### config.mk
export PLATFORM = sky130hd
export DESIGN_NAME = iec61937_burst_sync_parser
export DESIGN_NICKNAME = d
export VERILOG_FILES = /design/src/sv/ibsp_pkg.sv /design/src/sv/ibsp_front.sv /design/src/sv/ibsp_queue.sv /design/src/sv/ibsp_emit.sv /design/src/sv/iec61937_burst_sync_parser.sv
export VERILOG_INCLUDE_DIRS = /design/src /design/src/sv
export SDC_FILE = /design/constraint.sdc
export NUM_CORES = 1
export LEC_CHECK = 0
export BUFFER_PORTS_ARGS = -buffer_cell sky130_fd_sc_hd__clkbuf_2
export CAP_MARGIN = 20
export CELL_PAD_IN_SITES_DETAIL_PLACEMENT = 0
export CELL_PAD_IN_SITES_GLOBAL_PLACEMENT = 1
export CORE_MARGIN = 2
export CORE_UTILIZATION = 47
export CTS_BUF_LIST = sky130_fd_sc_hd__clkbuf_2
export CTS_CLUSTER_DIAMETER = 100
export CTS_CLUSTER_SIZE = 25
export DETAILED_ROUTE_END_ITERATION = 16
export PLACE_DENSITY = 0.87
export SYNTH_ARGS = -nofsm -noshare
export SYNTH_HDL_FRONTEND = slang
export SYNTH_SLANG_ARGS = --single-unit
### constraint.sdc
create_clock -name i_clk -period 4.6 [get_ports i_clk]
set_input_delay 0.69 -clock i_clk [delete_from_list [all_inputs] [get_ports i_clk]]
set_output_delay 0.69 -clock i_clk [all_outputs]
set_load 0.01 [all_outputs]
### src/sv/iec61937_burst_sync_parser_defines.svh
// ---------------------------------------------------------------------------
// IEC 61937 burst sync parser - assertion macros
// Shared concurrent assertion helpers, clocked on i_clk, reset by i_rst_n.
// ---------------------------------------------------------------------------
`ifndef IEC61937_BURST_SYNC_PARSER_DEFINES_SVH
`define IEC61937_BURST_SYNC_PARSER_DEFINES_SVH

// Same-cycle implication.
`define IBSP_ASSERT_IMP(lbl, ante, cons, msg) \
    lbl: assert property (@(posedge i_clk) disable iff (!i_rst_n) (ante) |-> (cons)) \
        else $error(msg);

// Next-cycle implication.
`define IBSP_ASSERT_NXT(lbl, ante, cons, msg) \
    lbl: assert property (@(posedge i_clk) disable iff (!i_rst_n) (ante) |=> (cons)) \
        else $error(msg);

`endif

### src/sv/ibsp_pkg.sv
// ---------------------------------------------------------------------------
// IEC 61937 burst sync parser - package
// Shared constants, codes and types of the parser front end, queue and
// output stage.
// ---------------------------------------------------------------------------
package ibsp_pkg;

    localparam int GUARD_WORDS     = 4;
    localparam int BYTE_DEPTH      = 2 * GUARD_WORDS + 1;
    localparam int WORD_HIST_DEPTH = (GUARD_WORDS > 0) ? GUARD_WORDS : 1;
    localparam int HIST_CNT_W      = $clog2(BYTE_DEPTH + 1);

    localparam int QUEUE_DEPTH = 4;
    localparam int QPTR_W      = $clog2(QUEUE_DEPTH);

    localparam int SAMPLE_W     = 32;
    localparam int WORD_W       = 16;
    localparam int TYPE_W       = 5;
    localparam int SUBFRAME_LSB = 12;

    localparam int CFG_IDX_W  = 2;
    localparam int CFG_DATA_W = 16;

    localparam logic [WORD_W-1:0] SYNC_A_RESET     = 16'hF872;
    localparam logic [WORD_W-1:0] SYNC_B_RESET     = 16'h4E1F;
    localparam logic [TYPE_W-1:0] BYTES_TYPE_RESET = 5'd21;

    typedef enum logic [2:0] {
        PH_HUNT = 3'd0,
        PH_PB   = 3'd1,
        PH_PC   = 3'd2,
        PH_PD   = 3'd3,
        PH_PAY  = 3'd4
    } t_phase;

    typedef enum logic [1:0] {
        KIND_HEADER      = 2'd0,
        KIND_PAYLOAD     = 2'd1,
        KIND_GUARD_ERR   = 2'd2,
        KIND_PB_MISMATCH = 2'd3
    } t_kind;

    typedef enum logic [CFG_IDX_W-1:0] {
        CFG_STREAM_MODE    = 2'd0,
        CFG_SYNC_WORD_A    = 2'd1,
        CFG_SYNC_WORD_B    = 2'd2,
        CFG_BYTES_LEN_TYPE = 2'd3
    } t_cfg_idx;

    typedef struct packed {
        logic              stream_mode;
        logic [WORD_W-1:0] sync_word_a;
        logic [WORD_W-1:0] sync_word_b;
        logic [TYPE_W-1:0] bytes_len_type;
    } t_cfg;

    // Compact result: value is the length on headers, the raw word on payload.
    typedef struct packed {
        t_kind             kind;
        logic [TYPE_W-1:0] data_type;
        logic [WORD_W-1:0] value;
        logic              last;
    } t_result;

    typedef struct packed {
        logic    valid;
        t_result data;
    } t_queue_head;

endpackage

### src/sv/ibsp_front.sv
// ---------------------------------------------------------------------------
// IEC 61937 burst sync parser - front end
// Builds 16-bit words from bytes or subframes, runs the burst preamble
// state machine and classifies each item into at most one result.
// ---------------------------------------------------------------------------
`include "iec61937_burst_sync_parser_defines.svh"

module ibsp_front (
    input  logic                             i_clk,
    input  logic                             i_rst_n,
    input  ibsp_pkg::t_cfg                   i_cfg,
    input  logic                             i_mode_wr,
    input  logic                             i_accept,
    input  logic [ibsp_pkg::SAMPLE_W-1:0]    i_sample,
    output logic                             o_push,
    output ibsp_pkg::t_result                o_result
);
    import ibsp_pkg::*;

    t_phase                r_phase, n_phase;
    logic [HIST_CNT_W-1:0] r_hist_cnt, n_hist_cnt;
    logic                  r_parity, n_parity;
    logic [TYPE_W-1:0]     r_burst_type, n_burst_type;
    logic [WORD_W-1:0]     r_remaining, n_remaining;
    logic [7:0]            r_byte_hist [BYTE_DEPTH];
    logic [WORD_W-1:0]     r_word_hist [WORD_HIST_DEPTH];

    logic              w_byte_mode;
    logic [7:0]        w_byte;
    logic [WORD_W-1:0] w_word;
    logic              w_have;
    logic              w_guard_ok;
    logic              w_sync_a;
    logic              w_sync_b;
    logic [WORD_W-1:0] w_len;
    logic              w_len_zero;
    logic              w_last;

    assign w_byte_mode = ~i_cfg.stream_mode;
    assign w_byte      = i_sample[7:0];

    // Word assembly: byte pairs little-endian, or the subframe audio field.
    always_comb begin : word_build
        if (w_byte_mode) begin
            w_word = {w_byte, r_byte_hist[0]};
            w_have = (r_phase == PH_HUNT) ? (r_hist_cnt != '0) : r_parity;
        end else begin
            w_word = i_sample[SUBFRAME_LSB +: WORD_W];
            w_have = 1'b1;
        end
    end

    // Guard check over the whole words seen before Pa.
    always_comb begin : guard_check
        w_guard_ok = 1'b1;
        if (w_byte_mode) begin
            for (int k = 1; k <= GUARD_WORDS; k++) begin
                if ((r_hist_cnt >= HIST_CNT_W'(2 * k + 1)) &&
                    ((r_byte_hist[2 * k] != 8'd0) || (r_byte_hist[2 * k - 1] != 8'd0))) begin
                    w_guard_ok = 1'b0;
                end
            end
        end else begin
            for (int k = 0; k < GUARD_WORDS; k++) begin
                if ((r_hist_cnt > HIST_CNT_W'(k)) && (r_word_hist[k] != '0)) begin
                    w_guard_ok = 1'b0;
                end
            end
        end
    end

    assign w_sync_a   = (w_word == i_cfg.sync_word_a);
    assign w_sync_b   = (w_word == i_cfg.sync_word_b);
    assign w_len      = (r_burst_type == i_cfg.bytes_len_type) ? w_word
                                                               : {3'd0, w_word[WORD_W-1:3]};
    assign w_len_zero = (w_len == '0);
    assign w_last     = (r_remaining <= WORD_W'(2));

    // Next phase.
    always_comb begin : fsm_next
        n_phase = r_phase;
        if (i_mode_wr) begin
            n_phase = PH_HUNT;
        end else if (i_accept && w_have) begin
            unique case (r_phase)
                PH_HUNT: begin
                    if (w_sync_a && w_guard_ok) begin
                        n_phase = PH_PB;
                    end
                end
                PH_PB:  n_phase = w_sync_b ? PH_PC : PH_HUNT;
                PH_PC:  n_phase = PH_PD;
                PH_PD:  n_phase = w_len_zero ? PH_HUNT : PH_PAY;
                PH_PAY: begin
                    if (w_last) begin
                        n_phase = PH_HUNT;
                    end
                end
                default: n_phase = PH_HUNT;
            endcase
        end
    end

    // Results and side state.
    always_comb begin : fsm_out
        o_push       = 1'b0;
        o_result     = '{kind: KIND_HEADER, data_type: '0, value: '0, last: 1'b0};
        n_parity     = r_parity;
        n_hist_cnt   = r_hist_cnt;
        n_burst_type = r_burst_type;
        n_remaining  = r_remaining;
        if (i_mode_wr) begin
            n_parity   = 1'b0;
            n_hist_cnt = '0;
        end else if (i_accept) begin
            if (w_byte_mode && (r_phase != PH_HUNT)) begin
                n_parity = ~r_parity;
            end
            if (w_byte_mode) begin
                if (r_hist_cnt < HIST_CNT_W'(BYTE_DEPTH)) begin
                    n_hist_cnt = r_hist_cnt + HIST_CNT_W'(1);
                end
            end else if (r_hist_cnt < HIST_CNT_W'(GUARD_WORDS)) begin
                n_hist_cnt = r_hist_cnt + HIST_CNT_W'(1);
            end
            if (w_have) begin
                unique case (r_phase)
                    PH_HUNT: begin
                        if (w_sync_a) begin
                            if (w_guard_ok) begin
                                n_parity = 1'b0;
                            end else begin
                                o_push        = 1'b1;
                                o_result.kind = KIND_GUARD_ERR;
                            end
                        end
                    end
                    PH_PB: begin
                        if (!w_sync_b) begin
                            // In byte mode the high byte of the rejected Pb opens the next word.
                            o_push        = 1'b1;
                            o_result.kind = KIND_PB_MISMATCH;
                            n_parity      = 1'b0;
                            n_hist_cnt    = w_byte_mode ? HIST_CNT_W'(1) : '0;
                        end
                    end
                    PH_PC: n_burst_type = w_word[TYPE_W-1:0];
                    PH_PD: begin
                        o_push             = 1'b1;
                        o_result.kind      = KIND_HEADER;
                        o_result.data_type = r_burst_type;
                        o_result.value     = w_len;
                        if (w_len_zero) begin
                            n_parity   = 1'b0;
                            n_hist_cnt = '0;
                        end else begin
                            n_remaining = w_len;
                        end
                    end
                    PH_PAY: begin
                        o_push             = 1'b1;
                        o_result.kind      = KIND_PAYLOAD;
                        o_result.data_type = r_burst_type;
                        o_result.value     = w_word;
                        o_result.last      = w_last;
                        n_remaining        = w_last ? '0 : r_remaining - WORD_W'(2);
                        if (w_last) begin
                            n_parity   = 1'b0;
                            n_hist_cnt = '0;
                        end
                    end
                    default: ;
                endcase
            end
        end
    end

    always_ff @(posedge i_clk) begin
        if (!i_rst_n) begin
            r_phase    <= PH_HUNT;
            r_hist_cnt <= '0;
            r_parity   <= 1'b0;
        end else begin
            r_phase    <= n_phase;
            r_hist_cnt <= n_hist_cnt;
            r_parity   <= n_parity;
        end
    end

    always_ff @(posedge i_clk) begin
        r_burst_type <= n_burst_type;
        r_remaining  <= n_remaining;
        if (i_accept && w_byte_mode) begin
            r_byte_hist[0] <= w_byte;
            for (int i = 1; i < BYTE_DEPTH; i++) begin
                r_byte_hist[i] <= r_byte_hist[i-1];
            end
        end
        if (i_accept && !w_byte_mode) begin
            r_word_hist[0] <= w_word;
            for (int i = 1; i < WORD_HIST_DEPTH; i++) begin
                r_word_hist[i] <= r_word_hist[i-1];
            end
        end
    end

    `IBSP_ASSERT_NXT(a_mode_wr_hunts, i_mode_wr, r_phase == PH_HUNT, "mode write did not return to hunting")
    `IBSP_ASSERT_IMP(a_pay_nonzero, r_phase == PH_PAY, r_remaining != '0, "payload phase with zero length left")
    `IBSP_ASSERT_IMP(a_payload_src, o_push && (o_result.kind == KIND_PAYLOAD), r_phase == PH_PAY, "payload result outside payload phase")
    `IBSP_ASSERT_IMP(a_hist_bound, 1'b1, r_hist_cnt <= HIST_CNT_W'(BYTE_DEPTH), "history count overflow")

endmodule

### src/sv/ibsp_queue.sv
// ---------------------------------------------------------------------------
// IEC 61937 burst sync parser - result queue
// Small FIFO between the front end and the output stage.
// ---------------------------------------------------------------------------
module ibsp_queue (
    input  logic                   i_clk,
    input  logic                   i_rst_n,
    input  logic                   i_push,
    input  ibsp_pkg::t_result      i_data,
    input  logic                   i_pop,
    output logic                   o_full,
    output ibsp_pkg::t_queue_head  o_head
);
    import ibsp_pkg::*;

    t_result           r_mem [QUEUE_DEPTH];
    logic [QPTR_W-1:0] r_wr_ptr, n_wr_ptr;
    logic [QPTR_W-1:0] r_rd_ptr, n_rd_ptr;
    logic [QPTR_W:0]   r_count, n_count;
    logic              w_do_pop;

    assign o_full        = (r_count == (QPTR_W + 1)'(QUEUE_DEPTH));
    assign o_head.valid  = (r_count != '0);
    assign o_head.data   = r_mem[r_rd_ptr];
    assign w_do_pop      = i_pop && o_head.valid;

    always_comb begin
        n_wr_ptr = i_push   ? r_wr_ptr + QPTR_W'(1) : r_wr_ptr;
        n_rd_ptr = w_do_pop ? r_rd_ptr + QPTR_W'(1) : r_rd_ptr;
        case ({i_push, w_do_pop})
            2'b10:   n_count = r_count + (QPTR_W + 1)'(1);
            2'b01:   n_count = r_count - (QPTR_W + 1)'(1);
            default: n_count = r_count;
        endcase
    end

    always_ff @(posedge i_clk) begin
        if (!i_rst_n) begin
            r_wr_ptr <= '0;
            r_rd_ptr <= '0;
            r_count  <= '0;
        end else begin
            r_wr_ptr <= n_wr_ptr;
            r_rd_ptr <= n_rd_ptr;
            r_count  <= n_count;
        end
    end

    always_ff @(posedge i_clk) begin
        if (i_push) begin
            r_mem[r_wr_ptr] <= i_data;
        end
    end

endmodule

### src/sv/ibsp_emit.sv
// ---------------------------------------------------------------------------
// IEC 61937 burst sync parser - output stage
// Pops results, expands them into the output fields and holds them in the
// output register until taken.
// ---------------------------------------------------------------------------
module ibsp_emit (
    input  logic                               i_clk,
    input  logic                               i_rst_n,
    input  ibsp_pkg::t_queue_head              i_head,
    output logic                               o_pop,
    output logic                               o_valid,
    input  logic                               i_ready,
    output logic [1:0]                         o_kind,
    output logic [ibsp_pkg::TYPE_W-1:0]        o_data_type,
    output logic [ibsp_pkg::WORD_W-1:0]        o_payload_bytes,
    output logic [ibsp_pkg::WORD_W-1:0]        o_data_word,
    output logic                               o_last
);
    import ibsp_pkg::*;

    logic              r_valid;
    t_kind             r_kind;
    logic [TYPE_W-1:0] r_data_type;
    logic [WORD_W-1:0] r_payload_bytes;
    logic [WORD_W-1:0] r_data_word;
    logic              r_last;

    // Load a new result when the register is empty or being drained.
    assign o_pop = i_head.valid && (!r_valid || i_ready);

    always_ff @(posedge i_clk) begin
        if (!i_rst_n) begin
            r_valid <= 1'b0;
        end else if (o_pop) begin
            r_valid <= 1'b1;
        end else if (i_ready) begin
            r_valid <= 1'b0;
        end
    end

    always_ff @(posedge i_clk) begin
        if (o_pop) begin
            r_kind          <= i_head.data.kind;
            r_data_type     <= i_head.data.data_type;
            r_last          <= i_head.data.last;
            r_payload_bytes <= (i_head.data.kind == KIND_HEADER) ? i_head.data.value : '0;
            r_data_word     <= (i_head.data.kind == KIND_PAYLOAD)
                             ? {i_head.data.value[7:0], i_head.data.value[15:8]} : '0;
        end
    end

    assign o_valid         = r_valid;
    assign o_kind          = r_kind;
    assign o_data_type     = r_data_type;
    assign o_payload_bytes = r_payload_bytes;
    assign o_data_word     = r_data_word;
    assign o_last          = r_last;

endmodule

### src/sv/iec61937_burst_sync_parser.sv
// ---------------------------------------------------------------------------
// IEC 61937 burst sync parser - top level
// Finds IEC 61937 burst preambles in a byte or subframe stream and reports
// headers, payload words and sync errors.
// ---------------------------------------------------------------------------
// The parser takes one sample per clock on the input channel (i_valid /
// o_ready) while o_ready is high and produces at most one result request per
// sample on the output channel (o_valid / i_ready). Sustained rate is one
// sample per cycle while the queue has room; the result of an accepted
// sample is written into the result queue and then loaded into the output
// register once that register is empty or being drained.
// o_ready drops only when the four-entry result queue is full, which happens
// only when the downstream side holds i_ready low. There is no clearing pass
// after reset. In byte mode (stream_mode = 0) words are formed little-endian
// from byte pairs, at any alignment while hunting and aligned to Pa after;
// in subframe mode the word is sample bits 27:12. Kinds: 0 header (type and
// length in bytes), 1 payload word (bytes swapped, last flags the end of the
// burst), 2 guard error (non-zero words just before Pa), 3 Pb mismatch.
// Write configuration only while idle; a stream_mode write restarts hunting.
// ---------------------------------------------------------------------------
module iec61937_burst_sync_parser (
    input  logic                                i_clk,
    input  logic                                i_rst_n,
    // Sample channel
    input  logic                                i_valid,
    output logic                                o_ready,
    input  logic [ibsp_pkg::SAMPLE_W-1:0]       i_sample,
    // Result channel
    output logic                                o_valid,
    input  logic                                i_ready,
    output logic [1:0]                          o_kind,
    output logic [ibsp_pkg::TYPE_W-1:0]         o_data_type,
    output logic [ibsp_pkg::WORD_W-1:0]         o_payload_bytes,
    output logic [ibsp_pkg::WORD_W-1:0]         o_data_word,
    output logic                                o_last,
    // Configuration write port
    input  logic                                i_cfg_we,
    input  logic [ibsp_pkg::CFG_IDX_W-1:0]      i_cfg_idx,
    input  logic [ibsp_pkg::CFG_DATA_W-1:0]     i_cfg_wdata
);
    import ibsp_pkg::*;

    t_cfg        r_cfg;
    logic        w_mode_wr;
    logic        w_accept;
    logic        w_push;
    t_result     w_result;
    logic        w_full;
    logic        w_pop;
    t_queue_head w_head;

    // Configuration registers: each write lands in the low bits.
    always_ff @(posedge i_clk) begin
        if (!i_rst_n) begin
            r_cfg.stream_mode    <= 1'b0;
            r_cfg.sync_word_a    <= SYNC_A_RESET;
            r_cfg.sync_word_b    <= SYNC_B_RESET;
            r_cfg.bytes_len_type <= BYTES_TYPE_RESET;
        end else if (i_cfg_we) begin
            unique case (t_cfg_idx'(i_cfg_idx))
                CFG_STREAM_MODE:    r_cfg.stream_mode    <= i_cfg_wdata[0];
                CFG_SYNC_WORD_A:    r_cfg.sync_word_a    <= i_cfg_wdata[WORD_W-1:0];
                CFG_SYNC_WORD_B:    r_cfg.sync_word_b    <= i_cfg_wdata[WORD_W-1:0];
                CFG_BYTES_LEN_TYPE: r_cfg.bytes_len_type <= i_cfg_wdata[TYPE_W-1:0];
                default: ;
            endcase
        end
    end

    // A mode write drops any parse in progress and the counted history.
    assign w_mode_wr = i_cfg_we && (t_cfg_idx'(i_cfg_idx) == CFG_STREAM_MODE);

    // Take a sample whenever the queue has room for its possible result.
    assign o_ready  = ~w_full;
    assign w_accept = i_valid && o_ready;

    ibsp_front u_front (
        .i_clk    (i_clk),
        .i_rst_n  (i_rst_n),
        .i_cfg    (r_cfg),
        .i_mode_wr(w_mode_wr),
        .i_accept (w_accept),
        .i_sample (i_sample),
        .o_push   (w_push),
        .o_result (w_result)
    );

    // Decouple the parser from output back-pressure.
    ibsp_queue u_queue (
        .i_clk  (i_clk),
        .i_rst_n(i_rst_n),
        .i_push (w_push),
        .i_data (w_result),
        .i_pop  (w_pop),
        .o_full (w_full),
        .o_head (w_head)
    );

    ibsp_emit u_emit (
        .i_clk          (i_clk),
        .i_rst_n        (i_rst_n),
        .i_head         (w_head),
        .o_pop          (w_pop),
        .o_valid        (o_valid),
        .i_ready        (i_ready),
        .o_kind         (o_kind),
        .o_data_type    (o_data_type),
        .o_payload_bytes(o_payload_bytes),
        .o_data_word    (o_data_word),
        .o_last         (o_last)
    );

endmodule

==> reports/results.env <==
RUN_STATUS='completed'
CLOCKBUFFERDEPTH=3
CRITPATHMAXFANOUT=21
HOLD_VIOLATIONS_FINAL=0
UTILIZATION_PCT=52.4
SYN-INSTANCE-COUNT=963
SETUP-VIOLATIONS-FINAL=0
YOSYSMOSTFREQUENTCELL='edfxtp_1'
REG2REG_SLACK_NS=0.60
SYNTH-ASYNC-RESET-RATIO_PCT=0
YOSYS.AREA.TOP_TYPE='edfxtp_1'
TRITONCTS='yes'
COREAREA_SQ_UM=29600
FLOORPLAN.DIE_AREA_SQ_UM=31500
FILLERINSTANCES=2494
GRT_PASS1_VIAS=7749
FINALWIRELENGTH_MICRONS=26400
GLOBALROUTE.TOTALOVERFLOW=0
YS_FF_LATCH=349
TIMING.HOLD.WORST.CLASS='input pin to flop'
CHIP_HEIGHT_MICRONS=177
PLACE.PORT_BUFFERS=88
FLOORPLAN.DIE.WIDTH_MICRONS=177
CTS_NUM_SINKS=349
FIN_CRIT_NS=4.00
NUMBER_OF_DETAILED_ROUTE_ITERATIONS_IN_THE_FIRST_PASS=4
DRC_ERRORS=0
WORSTSETUPSTARTPOINTTYPE='flop'
CLK_PIN_SLEW_WORST_PATHS_NS=0.40
END_OF_THE_WORST_REGISTER_TO_REGISTER_PATH='u_queue.r_count[2]$_SDFFE_PN0P_'
HTREEDEPTH=1
PRECTSSETUPSLACK_NS=0.625
CLKPWRFRAC_PCT=16.0
SYNTH_COMMONEST_CELLS='293 x edfxtp_1, 105 x nand2_1, 56 x dfxtp_1'
ARRIVAL_NS=4.82
CRITPATHREQUIREDTIME_NS=5.43
FINAL_LAYOUT_SIZE_SUFFIX_GT1_SHARE_PCT=17.7
MIN_FROM='i_cfg_idx[0]'
POWER-PER-CELL-AREA_nW_PER_UM2=395
SYN2LAYOUT_AREA_GROWTH_PCT=9.79
IR_WORST_VDD_mV=0.256
SYN-NUM-NETS=1030
FINAL_MIN_PERIOD_OVER_CLOCK_PERIOD_PCT=86.9
AVGSYNTHCELLAREA_SQ_UM=14.7
TIMING.HOLD.WORST_PATH_DEPTH=4
ROWS=63
ROUTED-VIA-COUNT=8015
NUMBER_OF_ANTENNA_VIOLATIONS_AT_THE_FIRST_CHECK_IN_GLOBAL_ROUTING=1
VIASPERCELL=5.42
FINALMAXSLEWVIOLATIONS=0
WORST_TRAN_PIN_VALUE_NS=0.882
COMBINED_AREA_OF_ALL_SYNTHESIZED_CELLS_SQ_UM=14100
WORST-R2R-CELL-COUNT=14
PLACE_HPWL_MICRONS=18500
TOTALNEGATIVESETUPSLACK_NS=0
POST_SYNTH_NUM_CELL_TYPES=60
WORST_SLACK_NS=0.603
SYNTH-SEQ-AREA-SHARE_PCT=70.2
NNETSFINAL=1146
GRT_FIRST_PASS_WIRELENGTH_MICRONS=41500
WORST_SETUP_PATH_END_KIND='flop'
INITIAL_CORE_UTIL_PCT=47.7
SYNTHFLOPTYPE='edfxtp_1'
ROUTED_WIRE_LENGTH_PER_INSTANCE_MICRONS=17.8
IO_PINS=97
CELLLEAKAGEPOWER_nW=5.25
CRITPATHKIND='flop to flop'
CLOCK_SKEW_NS=0.0817
WORST_SKEW_PAIR.LATE_LATENCY_NS=0.89
SYNTHDOMINANTCELLAREASHARE_PCT=62.3
GRTUSAGETOTAL_PCT=17.0
ANTENNA_LEFT=0
PIN_COUNT_OF_THE_BIGGEST_NET_ENTERING_GLOBAL_ROUTING=51
GP_CONGESTION=0.840
SWSHARE_PCT=26.7
DRT_FIRST_ITER_VIOLATIONS=646
MAX_FREQ_MHz=250
CTSROOTBUFFERMASTER='clkbuf_2'
WORSTHOLDENDPOINT='r_cfg[37]$_SDFFE_PN0P_'
LAYOUT.AREA.SEQ_SQ_UM=9920
RSZ0062_AT_GRT='no'
R2R-START='r_cfg[37]$_SDFFE_PN0P_'
POST_SYNTH_MAIN_AREA_CONTRIBUTORS='edfxtp_1 62%, dfxtp_1 7.9%, mux4_2 3.8%'
INSERTED_CLOCK_BUFFERS=17
MAX_SLEW_MARGIN_PCT=41.2
SYNTH_EDF_COUNT=293
COMBINATIONALPOWERSHARE_PCT=18.3
POWER_SWITCHING_mW=1.64
SHARE_SEQ_OF_TOTAL_POWER_PCT=65.7
YOSYS_WARNINGS=0
P_INT_mW=4.49
MULTI_INPUT_GATE_AREA_IN_THE_FINAL_LAYOUT_SQ_UM=3960
MAXCAPVIOLCOUNT=0
## worst max-delay path, cell delays in order (launching register included)
cell	delay [ns]
dfxtp_2	0.66
buf_12	0.27
mux2i_4	0.44
xnor2_1	0.10
nor4_1	0.39
nand4_1	0.23
nor3b_2	0.25
o21bai_1	0.12
a21oi_2	0.19
inv_1	0.06
ha_1	0.24
fa_1	0.44
xnor2_1	0.14
or3_1	0.29
a21boi_0	0.15
## flip-flops by register name, summed over array words and instances, names as in the netlist, named ones only
| register | cells |
|---|---|
| u_emit.o_payload_bytes | 16 |
| u_emit.o_kind | 2 |
| u_front.r_word_hist | 64 |
| u_queue.r_mem | 96 |
| u_front.r_remaining | 16 |
| u_queue.r_rd_ptr | 2 |
| u_emit.o_data_type | 5 |
| u_emit.o_data_word | 16 |
| u_emit.o_last | 1 |
| r_cfg | 38 |
| u_front.r_byte_hist | 72 |
| u_front.r_parity | 1 |
| u_queue.r_count | 3 |
| u_front.r_phase | 3 |
| u_front.r_hist_cnt | 4 |
| u_queue.r_wr_ptr | 2 |
| u_emit.o_valid | 1 |
| u_front.r_burst_type | 5 |
## routing by layer
layer	share of wire, %	GRT usage (%)	up-vias
met2	48	28.3	236
met1	43	23.0	3887
met3	6.2	2.61	45
met5	0	0	-
li1	-	-	3847
met4	2.8	5.33	0
## worst max path at each step
| stage | cells after the start | startpoint | endpoint | slack [ns] |
|---|---|---|---|---|
| 6_report | 14 | r_cfg[37]$_SDFFE_PN0P_ | u_queue.r_count[2]$_SDFFE_PN0P_ | 0.60 |
| 5_1_grt | 14 | r_cfg[37]$_SDFFE_PN0P_ | u_queue.r_count[2]$_SDFFE_PN0P_ | 0.31 |
| 4_1_cts | 14 | r_cfg[37]$_SDFFE_PN0P_ | u_queue.r_count[2]$_SDFFE_PN0P_ | 0.62 |
| 3_5_place_dp | 14 | r_cfg[37]$_SDFFE_PN0P_ | u_queue.r_count[2]$_SDFFE_PN0P_ | 0.62 |
| 3_3_place_gp | 14 | r_cfg[37]$_SDFFE_PN0P_ | u_queue.r_count[2]$_SDFFE_PN0P_ | 0.67 |
| 2_1_floorplan | 5 | i_valid | u_front.r_hist_cnt[0]$_SDFFE_PP0P_ | 0.06 |
## power by group through the flow
stage | sequential (mW) | combinational (mW) | clock [mW]
after floorplan | 4.19 | 0.599 | 0
after global placement | 4.09 | 1.08 | 0
after detailed placement | 4.11 | 1.11 | 0
after CTS | 4.04 | 1.13 | 1.01
after global routing | 4.07 | 1.23 | 1.12
final | 4.03 | 1.12 | 0.982
## cells by family (layout without fill, tap and decap cells)
group           Yosys count  after routing  share of synthesized area, %
compound gates          112            112                          5.27
xor+xnor                 54             54                          3.35
fa+ha+maj                12             12                          1.12
buf+inv                  67            193                          2.01
flops                   349            349                          70.2
mux                      49             49                          6.58
other cells               0              1                             0
simple gates            320            320                          11.5
## stage by stage
step | power (mW) | instances | instance area, sq um | hold WS, ns
2_1_floorplan | 4.79 | 963 | 14100 | 0.427
3_3_place_gp | 5.18 | 1422 | 15100 | 0.432
3_5_place_dp | 5.22 | 1424 | 15100 | 0.433
4_1_cts | 6.18 | 1477 | 15500 | 0.0262
5_1_grt | 6.42 | 1480 | 15500 | 0.0541
6_report | 6.13 | 1480 | 15500 | 0.137
## layout by cell type, fill, tap and decap left out, types with 12 or more instances in the layout
cell type | synthesis | final
dlygate4sd3_1 | 0 | 25
clkbuf_2 | 0 | 117
a21oi_1 | 24 | 23
and2_1 | 46 | 46
nor2_1 | 37 | 35
o21ai_0 | 17 | 17
dfxtp_1 | 56 | 55
a21boi_0 | 18 | 18
nand3_1 | 24 | 24
nand2_1 | 105 | 105
nor3_1 | 19 | 19
o22ai_1 | 21 | 21
edfxtp_1 | 293 | 293
nand4_1 | 12 | 12
xnor2_1 | 45 | 45
inv_1 | 27 | 27
nor4_1 | 49 | 49
buf_4 | 0 | 20
mux4_2 | 24 | 24
## layout make-up
class                      count  area share, %
multi-input combinational    547           25.5
inverter                      27          0.653
sequential                   349           63.9
clock buffer                  29          0.935
tap                          390           3.14
timing repair buffer         137           5.82
antenna                        1         0.0161
## what timing repair did
action,in CTS,in global routing
setup endpoints to repair,0,0
setup buffers,0,0
gates resized for setup,0,0
hold endpoints to repair,41,1
hold buffers,24,1
No activity file was read; power rests on OpenSTA's default activity.
